`config.mk`:
```
export PLATFORM = sky130hd
export DESIGN_NAME = icmp_erc_accum
export DESIGN_NICKNAME = d
export VERILOG_FILES = /design/src/design/icmp_erc_pkg.sv /design/src/design/icmp_erc_accum.sv
export SDC_FILE = /design/constraint.sdc
export NUM_CORES = 1
export LEC_CHECK = 0
export BUFFER_PORTS_ARGS = -buffer_cell sky130_fd_sc_hd__buf_2
export CAP_MARGIN = 20
export CORE_MARGIN = 2
export CORE_UTILIZATION = 63
export CTS_BUF_LIST = sky130_fd_sc_hd__clkbuf_4 sky130_fd_sc_hd__clkbuf_8 sky130_fd_sc_hd__clkbuf_16
export CTS_CLUSTER_DIAMETER = 100
export DETAILED_ROUTE_END_ITERATION = 7
export GPL_ROUTABILITY_DRIVEN = 0
export GPL_TIMING_DRIVEN = 0
export MAX_ROUTING_LAYER = met4
export PLACE_DENSITY = 0.94
export SLEW_MARGIN = 10
export SYNTH_ARGS = -nofsm -noshare
export SYNTH_HDL_FRONTEND = slang
export SYNTH_SLANG_ARGS = --single-unit
```
`constraint.sdc`:
```
create_clock -name clk -period 13.1 [get_ports clk]
set_input_delay 1.31 -clock clk [delete_from_list [all_inputs] [get_ports clk]]
set_output_delay 1.31 -clock clk [all_outputs]
set_load 0.01 [all_outputs]
```
`src/design/icmp_erc_pkg.sv`:
```
// Shared constants, types and the checksum fold function of the echo reply checker.
// No dependencies; the parser, the result buffer, the top level and the testbench import it.
`default_nettype none

package icmp_erc_pkg;

  localparam int MAX_PACKET_BYTES = 1024;
  localparam int POS_W            = $clog2(MAX_PACKET_BYTES + 1);
  localparam int HDR_W            = 6;
  localparam int ICMP_HDR_BYTES   = 8;

  // Configuration register indexes
  localparam logic [1:0] REG_EXPECTED_ID  = 2'd0;
  localparam logic [1:0] REG_EXPECTED_SEQ = 2'd1;

  // Byte offsets within the ICMP header
  localparam logic [2:0] OFF_TYPE   = 3'd0;
  localparam logic [2:0] OFF_CKS_HI = 3'd2;
  localparam logic [2:0] OFF_CKS_LO = 3'd3;
  localparam logic [2:0] OFF_ID_HI  = 3'd4;
  localparam logic [2:0] OFF_ID_LO  = 3'd5;
  localparam logic [2:0] OFF_SEQ_HI = 3'd6;
  localparam logic [2:0] OFF_SEQ_LO = 3'd7;

  localparam logic [7:0] ECHO_REPLY = 8'd0;

  typedef struct packed {
    logic reply_matches;
    logic checksum_ok;
  } icmp_erc_result_t;

  typedef struct packed {
    logic             valid;
    icmp_erc_result_t result;
  } icmp_erc_push_t;

  // Ones'-complement add with end-around carry
  function automatic logic [15:0] csum_add(input logic [15:0] sum, input logic [15:0] word);
    logic [16:0] s;
    s = {1'b0, sum} + {1'b0, word};
    return s[15:0] + {15'd0, s[16]};
  endfunction

endpackage

`default_nettype wire

```
`src/design/icmp_erc_accum.sv`:
```
// Per-byte packet parser: header skip, ICMP field capture and checksum sum.
// Produces one result transaction per packet; depends on icmp_erc_pkg.
`default_nettype none

module icmp_erc_accum import icmp_erc_pkg::*; (
  input  wire logic             clk,
  input  wire logic             rst,
  input  wire logic             byte_accept,
  input  wire logic [7:0]       data_byte,
  input  wire logic             last_byte,
  input  wire logic [15:0]      expected_identifier,
  input  wire logic [15:0]      expected_sequence,
  output icmp_erc_push_t        push
);

  logic [POS_W-1:0] byte_position, byte_position_next;
  logic [HDR_W-1:0] header_bytes, header_bytes_next;
  logic [7:0]       message_type, message_type_next;
  logic [15:0]      captured_identifier, captured_identifier_next;
  logic [15:0]      captured_sequence, captured_sequence_next;
  logic [15:0]      received_checksum, received_checksum_next;
  logic [15:0]      running_sum, running_sum_next;
  logic [7:0]       pending_high_byte, pending_high_byte_next;

  logic             pos_ok;
  logic [HDR_W-1:0] hdr_eff;
  logic [POS_W-1:0] hdr_ext;
  logic             icmp_hit;
  logic [POS_W-1:0] icmp_off;
  logic             off_in_hdr;
  logic [7:0]       sum_byte;
  logic [POS_W-1:0] icmp_len;
  logic [15:0]      final_sum;
  logic             too_short;

  always_comb begin
    byte_position_next       = byte_position;
    header_bytes_next        = header_bytes;
    message_type_next        = message_type;
    captured_identifier_next = captured_identifier;
    captured_sequence_next   = captured_sequence;
    received_checksum_next   = received_checksum;
    running_sum_next         = running_sum;
    pending_high_byte_next   = pending_high_byte;

    pos_ok     = byte_position < POS_W'(MAX_PACKET_BYTES);
    hdr_eff    = (byte_position == '0) ? {data_byte[3:0], 2'b00} : header_bytes;
    hdr_ext    = {{(POS_W-HDR_W){1'b0}}, hdr_eff};
    icmp_hit   = pos_ok && (byte_position >= hdr_ext);
    icmp_off   = byte_position - hdr_ext;
    off_in_hdr = (icmp_off[POS_W-1:3] == '0);
    sum_byte   = data_byte;

    if (pos_ok) begin
      header_bytes_next  = hdr_eff;
      byte_position_next = byte_position + POS_W'(1);
    end

    if (icmp_hit) begin
      if (off_in_hdr) begin
        case (icmp_off[2:0])
          OFF_TYPE:   message_type_next = data_byte;
          OFF_CKS_HI: received_checksum_next = {data_byte, 8'h00};
          OFF_CKS_LO: received_checksum_next = {received_checksum[15:8], data_byte};
          OFF_ID_HI:  captured_identifier_next = {data_byte, 8'h00};
          OFF_ID_LO:  captured_identifier_next = {captured_identifier[15:8], data_byte};
          OFF_SEQ_HI: captured_sequence_next = {data_byte, 8'h00};
          OFF_SEQ_LO: captured_sequence_next = {captured_sequence[15:8], data_byte};
          default:    ;
        endcase
        // checksum field counts as zero in the sum
        if (icmp_off[2:0] == OFF_CKS_HI || icmp_off[2:0] == OFF_CKS_LO) begin
          sum_byte = 8'h00;
        end
      end
      if (!icmp_off[0]) begin
        pending_high_byte_next = sum_byte;
      end else begin
        running_sum_next       = csum_add(running_sum, {pending_high_byte, sum_byte});
        pending_high_byte_next = 8'h00;
      end
    end

    // end of packet: pad an odd trailing byte, then judge
    icmp_len = (byte_position_next > {{(POS_W-HDR_W){1'b0}}, header_bytes_next}) ?
               byte_position_next - {{(POS_W-HDR_W){1'b0}}, header_bytes_next} : '0;
    final_sum = icmp_len[0] ? csum_add(running_sum_next, {pending_high_byte_next, 8'h00})
                            : running_sum_next;
    too_short = icmp_len < POS_W'(ICMP_HDR_BYTES);
  end

  always_ff @(posedge clk) begin
    if (rst || (byte_accept && last_byte)) begin
      byte_position       <= '0;
      header_bytes        <= '0;
      message_type        <= '0;
      captured_identifier <= '0;
      captured_sequence   <= '0;
      received_checksum   <= '0;
      running_sum         <= '0;
      pending_high_byte   <= '0;
    end else if (byte_accept) begin
      byte_position       <= byte_position_next;
      header_bytes        <= header_bytes_next;
      message_type        <= message_type_next;
      captured_identifier <= captured_identifier_next;
      captured_sequence   <= captured_sequence_next;
      received_checksum   <= received_checksum_next;
      running_sum         <= running_sum_next;
      pending_high_byte   <= pending_high_byte_next;
    end
  end

  always_comb begin
    push.valid                = byte_accept && last_byte;
    push.result.reply_matches = !too_short && (message_type_next == ECHO_REPLY) &&
                                (captured_identifier_next == expected_identifier) &&
                                (captured_sequence_next == expected_sequence);
    push.result.checksum_ok   = !too_short && ((~final_sum) == received_checksum_next);
  end

endmodule

`default_nettype wire

```
# After elaboration in Yosys (flattened, before gate mapping)
# Index checks and enable logic that the tools add are counted.
# op_classes
addsub	7
multipliers	0
div	0
n_lt_le_gt_ge	4
eq_ne	9
n_shift	0
muxes	24
bitwise_logic	1
reduce_logical	13
# ops
op	count
$mux W16	9
$pmux W16 S2	3
$mux W8	8
$eq A16 B16 Y1	3
$add A16 B16 Y17	2
$add A16 B1 Y16	2
$mux W11	2
$sub A11 B6 Y11	2
$logic_not A8 Y1	2
$not A16 Y16	1
$eq A3 B3 Y1 const B	4
$mux W6	2
$add A11 B1 Y11 const B	1
$ge A11 B6 Y1	1
$gt A11 B6 Y1	1
$logic_not A11 Y1	1
$lt A11 B11 Y1 const B	1
$lt A11 B4 Y1 const B	1
$eq A3 B2 Y1 const B	2
$logic_and A1 B1 Y1	6
$logic_not A3 Y1	1
$logic_or A1 B1 Y1	2
$logic_not A1 Y1	1
# word_totals
reg_bits	97
latch_bits	0
ram_bits	0
romBits	0
input_bits	44
output_inout_bits	3
elab_cells	66
memories	0

# Longest topological paths before layout
# Gate-level depths: netlist of the first run.
# logic_depth
depth_word	18
depth_mapped	52

# Least setup slack after synthesis of the first run
# No wires, ideal clock.
# synth_path
path_type	reg-to-output
start	register byte_position[10]
end	output port push[0] (netlist name)
arrival_time_ns	10.562
required_time_ns	11.790
path_slack_ns	1.228
path_stages_with_launch	53
n_path_buf	4
cell_sequence	dfxtp_1 > clkbuf_1 > clkbuf_1 > nor2_1 > nand4_1 > clkbuf_1 > and2_1 > ha_1 > inv_1 > fa_1 > a21o_1 > a2111o_1 > a21o_1 > a2111oi_4 > nand2_2 > clkbuf_1 > and2_1 > ha_1 > [17 not listed] > ha_1 > fa_1 > a21oi_1 > nor2_1 > nor2_1 > o21ai_0 > a21o_1 > a21o_1 > ha_1 > nand3_1 > mux2_2 > nor2_1 > nand4_2 > o211a_1 > a211oi_2 > xnor2_1 > or4b_1 > a2111oi_2
# synth_rtl
element	line_no	text
start, declared	icmp_erc_accum.sv:16	logic [POS_W-1:0] byte_position, byte_position_next;
start signal, assigned	icmp_erc_accum.sv:103	byte_position <= byte_position_next;
end, declared	icmp_erc_accum.sv:13	output icmp_erc_push_t push

==> qor.txt, run 1 <==
Iteration-0 DRC Markers: 1330
clock root buffer master: sky130_fd_sc_hd__clkbuf_16
launch point of the critical path: data_byte[2]
Seq cells post-synth: 97
Yosys top cell area share: 23.0%
via count of the routed design: 8862
measured slew at the worst slew-check pin: 0.879 ns
clock tree sinks: 97
leading cell type by number of instances after synthesis: sky130_fd_sc_hd__nor2_1
clock edge transition at the registers on the reported setup and hold paths: 0.08 ns
clock tree from TritonCTS: done
combinational fraction of design power: 22.4%
Fmax: 78.9 MHz
Antenna Nets Post-Route: 0
row count: 42
register share of total power: 40.8%
number of distinct library cells after synthesis: 85
total grt overflow: 0
Post-Route Utilization: 70.8%
dominant register cell in the synthesized netlist: sky130_fd_sc_hd__dfxtp_1
type of the worst min-delay path: flop to flop
maximum fanout count along the critical path: 10
maximum capacitance violations: 0
total non-filler cell area in the finished layout: 9330 um2
pin count of the biggest net entering global routing: 20
Critical Path Max Stage Delay: 0.56 ns
worst clock skew on the final layout: 0.00724 ns
Reg-to-Reg Start: byte_position[1]
layout cell share with drive strength beyond 1: 11.8%
vias in the first global route: 8423
DR WL/cell: 19.4 um
ant diodes: 0
sum of routed wire length over all layers: 25.5 mm
cell taking the most area after synthesis: sky130_fd_sc_hd__dfxtp_1
Pwr Density: 79.2 nW/um2
DRC errors left: 0
layout overhead on the synthesized area: 10.4%
final critical-path share of the clock period: 96.8%
synthesized net count: 1166
sequential cell area fraction in the yosys report: 23.0%
number of buffers on the longest clock path: 2
Critical Setup Path Class: input pin to primary output
HPWL after detailed placement: 18.5 mm
synthesized area per cell: 7.85 um2
total cell area at the placement stage: 8890 um2
number of search-and-repair iterations in the first detailed-routing pass: 6
Die Y: 120 um
minimum clock period after layout: 12.68 ns
CORE AREA: 13200 um2
switching part of the total: 33.4%
total I/O pin count: 47
Post-synth EDFFs: 0
net switching power: 247 uW
clock buffers created by TritonCTS: 9
Critical Path Slowest Stage Cell: sky130_fd_sc_hd__or4b_1
relative max-transition margin: 41.4%
Die Span X: 120 um
Max Slew Vio Count: 0
part of the power in the clock network: 36.8%
cell internal power dissipation: 492 uW
clock latency at the later pin of the worst-skew pair: 0.37 ns
global-route wire length before repair: 40.5 mm
leading cell types by total area after synthesis: sky130_fd_sc_hd__dfxtp_1, sky130_fd_sc_hd__mux2i_1, sky130_fd_sc_hd__ha_1, sky130_fd_sc_hd__nor2_1, sky130_fd_sc_hd__xnor2_1
global-route usage over all layers: 36.0%
number of nets in the finished design: 1225
Synth Cell Area: 8450 um2
outcome: completed
crit path launch type: input pin
count of hold buffers inserted by post-cts repair: 0
type of destination of the critical path: primary output
maximum resistive drop on vdd: 0.0000818 V
Die Area: 14400 um2
synthesized netlist cell count: 1076
Async SR Flop Fraction: 0%
Via-to-Cell Ratio: 6.73
Ys Warns: 0
initial antenna violation count: 0
initial core utilization: 64.1%
final setup violation count: 0
critical hold path startpoint: received_checksum[12]
H-tree lvl count: 3
Required @ worst endpoint: 11.79 ns
number of buffers inserted by port buffering: 43
data arrival time of the critical path: 11.37 ns
number of endpoints with negative hold slack in the final report: 0
top cells by count, synth: sky130_fd_sc_hd__nor2_1, sky130_fd_sc_hd__nand2_1, sky130_fd_sc_hd__dfxtp_1
Static Leakage: 3.97 nW
[worst paths after layout]
| path | endpoint | slack [ns] | cells past startpoint |
|---|---|---|---|
| worst min-delay path | received_checksum[12] | 0.46 | 2 |
| worst max register to register | running_sum[12] | 5.41 | 36 |
| worst max-delay path | push[0] | 0.42 | 44 |
| worst min register to register | received_checksum[12] | 0.46 | 2 |
[layer usage]
layer  share of wire, %  track usage, %  vias up
met3                 10            8.84      187
met4                6.0            22.3        0
met5                  0               -        -
met2                 46            55.3      587
met1                 38            42.4     4092
li1                   -               -     3996
[what timing repair did]
item / CTS / global route
setup buffers: 2 / 6
gates resized for setup: 19 / 30
setup endpoints to repair: 1 / 1
pin swaps: 1 / 6
[critical path, delay by kind of cell]
family | cells | cell delay [ns]
compound gates | 17 | 3.99
simple gates | 13 | 2.73
fa+ha+maj | 5 | 1.48
buf+inv | 6 | 1.29
mux | 2 | 0.47
xor+xnor | 1 | 0.09
[layout make-up]
type                       count  area [um2]
clock buffer                   9         225
tap                          176         220
timing repair buffer          51         275
buffer                        60         289
clock inverter                 7        70.1
fill                         898        3860
inverter                      20        75.1
sequential                    97        1950
multi-input combinational    896        6230
[logic make-up after synthesis]
logic type               after synthesis  synth area share, %
AO/OA/AOI/OAI                        243                 20.2
adder cells (fa/ha/maj)               46                 7.08
buffers and inverters                 83                 4.00
XOR/XNOR                             104                 11.0
multiplexers                          92                 10.9
AND/OR/NAND/NOR                      411                 23.9
flip-flops                            97                 23.0
[state kept, by name, indices dropped and copies added (netlist names)]
register             flops
byte_position           11
captured_identifier     16
captured_sequence       16
header_bytes             6
message_type             8
pending_high_byte        8
received_checksum       16
running_sum             16
[power by group through the flow]
stage | Sequential (mW) | Clock [mW] | Combinational (mW)
floorplan | 0.307 | 0 | 0.111
global placement | 0.308 | 0 | 0.148
detailed placement | 0.308 | 0 | 0.154
CTS | 0.301 | 0.269 | 0.157
global route | 0.302 | 0.280 | 0.177
finish | 0.302 | 0.272 | 0.165
[through the flow]
stage               hold slack [ns]  instances  total power, mW  TNS, ns  worst slack [ns]
CTS                           0.457       1311            0.727        0            0.0492
finish                        0.455       1316            0.739        0             0.423
global route                  0.477       1316            0.758  -0.0182           -0.0182
global placement              0.436       1295            0.456   -0.714            -0.714
detailed placement            0.445       1295            0.462   -0.919            -0.919
floorplan                     0.429       1076            0.418        0              1.23
[layout by cell type, fill, tap and decap left out, drive strengths merged, types with 15 or more instances in the layout]
| master | n |
|---|---|
| ha | 43 |
| a211oi | 20 |
| nor4 | 20 |
| nand3 | 22 |
| o21ai | 31 |
| a21oi | 81 |
| inv | 24 |
| and2 | 22 |
| mux2i | 89 |
| xor2 | 44 |
| dfxtp | 97 |
| clkbuf | 49 |
| nor2 | 140 |
| xnor2 | 59 |
| nand2 | 101 |
| buf | 71 |
| nand2b | 15 |
| nor3 | 17 |
(Power assumes the default switching activity.)
==> run 2, diff against run 1 <==
--- a/config.mk
+++ b/config.mk
@@ -5,17 +5,18 @@
 export SDC_FILE = /design/constraint.sdc
 export NUM_CORES = 1
 export LEC_CHECK = 0
+export ABC_CLOCK_PERIOD_IN_PS = 13100
 export BUFFER_PORTS_ARGS = -buffer_cell sky130_fd_sc_hd__buf_2
 export CAP_MARGIN = 20
 export CORE_MARGIN = 2
-export CORE_UTILIZATION = 63
+export CORE_UTILIZATION = 55
 export CTS_BUF_LIST = sky130_fd_sc_hd__clkbuf_4 sky130_fd_sc_hd__clkbuf_8 sky130_fd_sc_hd__clkbuf_16
 export CTS_CLUSTER_DIAMETER = 100
 export DETAILED_ROUTE_END_ITERATION = 7
 export GPL_ROUTABILITY_DRIVEN = 0
 export GPL_TIMING_DRIVEN = 0
 export MAX_ROUTING_LAYER = met4
-export PLACE_DENSITY = 0.94
+export PLACE_DENSITY = 0.85
 export SLEW_MARGIN = 10
 export SYNTH_ARGS = -nofsm -noshare
 export SYNTH_HDL_FRONTEND = slang
==> qor.txt, run 2 (synthesized netlist as in run 1, its figures left out) <==
data arrival time of the critical path: 11.25 ns
crit path launch type: input pin
worst clock skew on the final layout: 0.00973 ns
Antenna Nets Post-Route: 0
clock tree sinks: 97
number of buffers on the longest clock path: 2
sum of routed wire length over all layers: 25.0 mm
H-tree lvl count: 3
ant diodes: 0
accumulated negative setup slack: 0 ns
relative max-transition margin: 46.0%
CP dominant cell by count: sky130_fd_sc_hd__ha_1
Critical Path Max Stage Delay: 0.59 ns
clock buffers created by TritonCTS: 9
minimum clock period after layout: 12.56 ns
clock root buffer master: sky130_fd_sc_hd__clkbuf_16
cell internal power dissipation: 493 uW
clock edge transition at the registers on the reported setup and hold paths: 0.07 ns
Fmax: 79.6 MHz
initial antenna violation count: 0
number of endpoints with negative hold slack in the final report: 0
final critical-path share of the clock period: 95.9%
vias in the first global route: 8023
maximum fanout count along the critical path: 10
layout filler cell count: 1276
layout overhead on the synthesized area: 10.7%
combinational fraction of design power: 22.8%
maximum capacitance violations: 0
measured slew at the worst slew-check pin: 0.810 ns
total grt overflow: 0
Critical Path Slowest Stage Cell: sky130_fd_sc_hd__or4b_1
number of buffers inserted by port buffering: 43
Required @ worst endpoint: 11.79 ns
clock tree from TritonCTS: done
final setup violation count: 0
HPWL after detailed placement: 18.3 mm
part of the power in the clock network: 35.4%
type of the worst min-delay path: flop to flop
clock latency at the later pin of the worst-skew pair: 0.36 ns
Iteration-0 DRC Markers: 952
Die Y: 128 um
number of search-and-repair iterations in the first detailed-routing pass: 6
register share of total power: 41.7%
row count: 45
Via-to-Cell Ratio: 6.50
global-route wire length before repair: 39.3 mm
outcome: completed
DR WL/cell: 18.8 um
Critical Setup Path Class: input pin to primary output
maximum resistive drop on vdd: 0.0000852 V
type of destination of the critical path: primary output
total cell area at the placement stage: 8900 um2
Pwr Density: 77.2 nW/um2
total I/O pin count: 47
Worst Path Buf+Inv: 4
Top delay family on crit path: compound AO/OA/AOI/OAI gates
Die Area: 16400 um2
CORE AREA: 15100 um2
count of hold buffers inserted by post-cts repair: 0
global-route usage over all layers: 30.9%
switching part of the total: 31.7%
via count of the routed design: 8629
pin count of the biggest net entering global routing: 17
Static Leakage: 3.97 nW
Die Span X: 128 um
DRC errors left: 0
most frequent cells in the layout: sky130_fd_sc_hd__nor2_1, sky130_fd_sc_hd__nand2_1, sky130_fd_sc_hd__dfxtp_1
net switching power: 229 uW
number of nets in the finished design: 1226
initial core utilization: 56.0%
layout cell share with drive strength beyond 1: 11.9%
leading cell type in the layout, fill and taps excluded: sky130_fd_sc_hd__nor2_1
total non-filler cell area in the finished layout: 9360 um2
Max Slew Vio Count: 0
==> run 2: cell types whose count changed in the layout (fill, tap and decap cells not counted), sizes merged <==
cell / previous run / this run
buf: 71 / 73
inv: 24 / 22
==> run 2: worst paths after layout <==
kind         slack, ns  depth (start not counted)               endpoint                   from
min reg2reg       0.46                          2  received_checksum[10]  received_checksum[10]
min               0.46                          2  received_checksum[10]  received_checksum[10]
max               0.54                         48                push[0]           data_byte[1]
max reg2reg       5.53                         36        running_sum[12]       byte_position[0]
==> run 2: metal layers <==
layer	GRT usage, %	routed length [um]
met3	5.88	2170
met5	-	0
met4	15.6	1240
met2	47.5	11300
met1	38.7	10200
==> run 2: worst min-delay path, cell delays in order (launching register included) <==
cell	delay (ns)
sky130_fd_sc_hd__dfxtp_1	0.31
sky130_fd_sc_hd__nand2_1	0.05
sky130_fd_sc_hd__a21oi_1	0.05
==> run 2: area by class of cell <==
class	count	area [um2]	area share, %
buffer	60	284	3.04
clock buffer	10	239	2.55
clock inverter	5	38.8	0.414
inverter	20	75.1	0.802
multi-input combinational	896	6260	66.9
sequential	97	1950	20.8
tap	188	235	2.51
timing repair buffer	52	283	3.02
==> run 2: through the flow <==
stage	setup slack (ns)	total power, mW	instances	hold WS (ns)	utilization (%)
floorplan	1.23	0.418	1076	0.429	-
global placement	-0.743	0.458	1307	0.437	59.0
detailed placement	-0.924	0.462	1307	0.445	59.0
CTS	0.0134	0.712	1320	0.454	61.0
global route	-0.0782	0.745	1328	0.469	62.0
finish	0.541	0.722	1328	0.456	62.0
==> run 2: what timing repair did <==
action | 4_1_cts | 5_1_grt
pin swaps | 0 | 6
setup endpoints to repair | 1 | 1
setup buffers | 0 | 9
gates resized for setup | 21 | 32
==> run 2: power by group through the flow <==
stage	Combinational, mW	Sequential (mW)	Clock (mW)
after floorplan	0.111	0.307	0
after global placement	0.150	0.308	0
after detailed placement	0.154	0.308	0
after CTS	0.156	0.301	0.255
after global routing	0.177	0.302	0.266
final	0.165	0.302	0.256
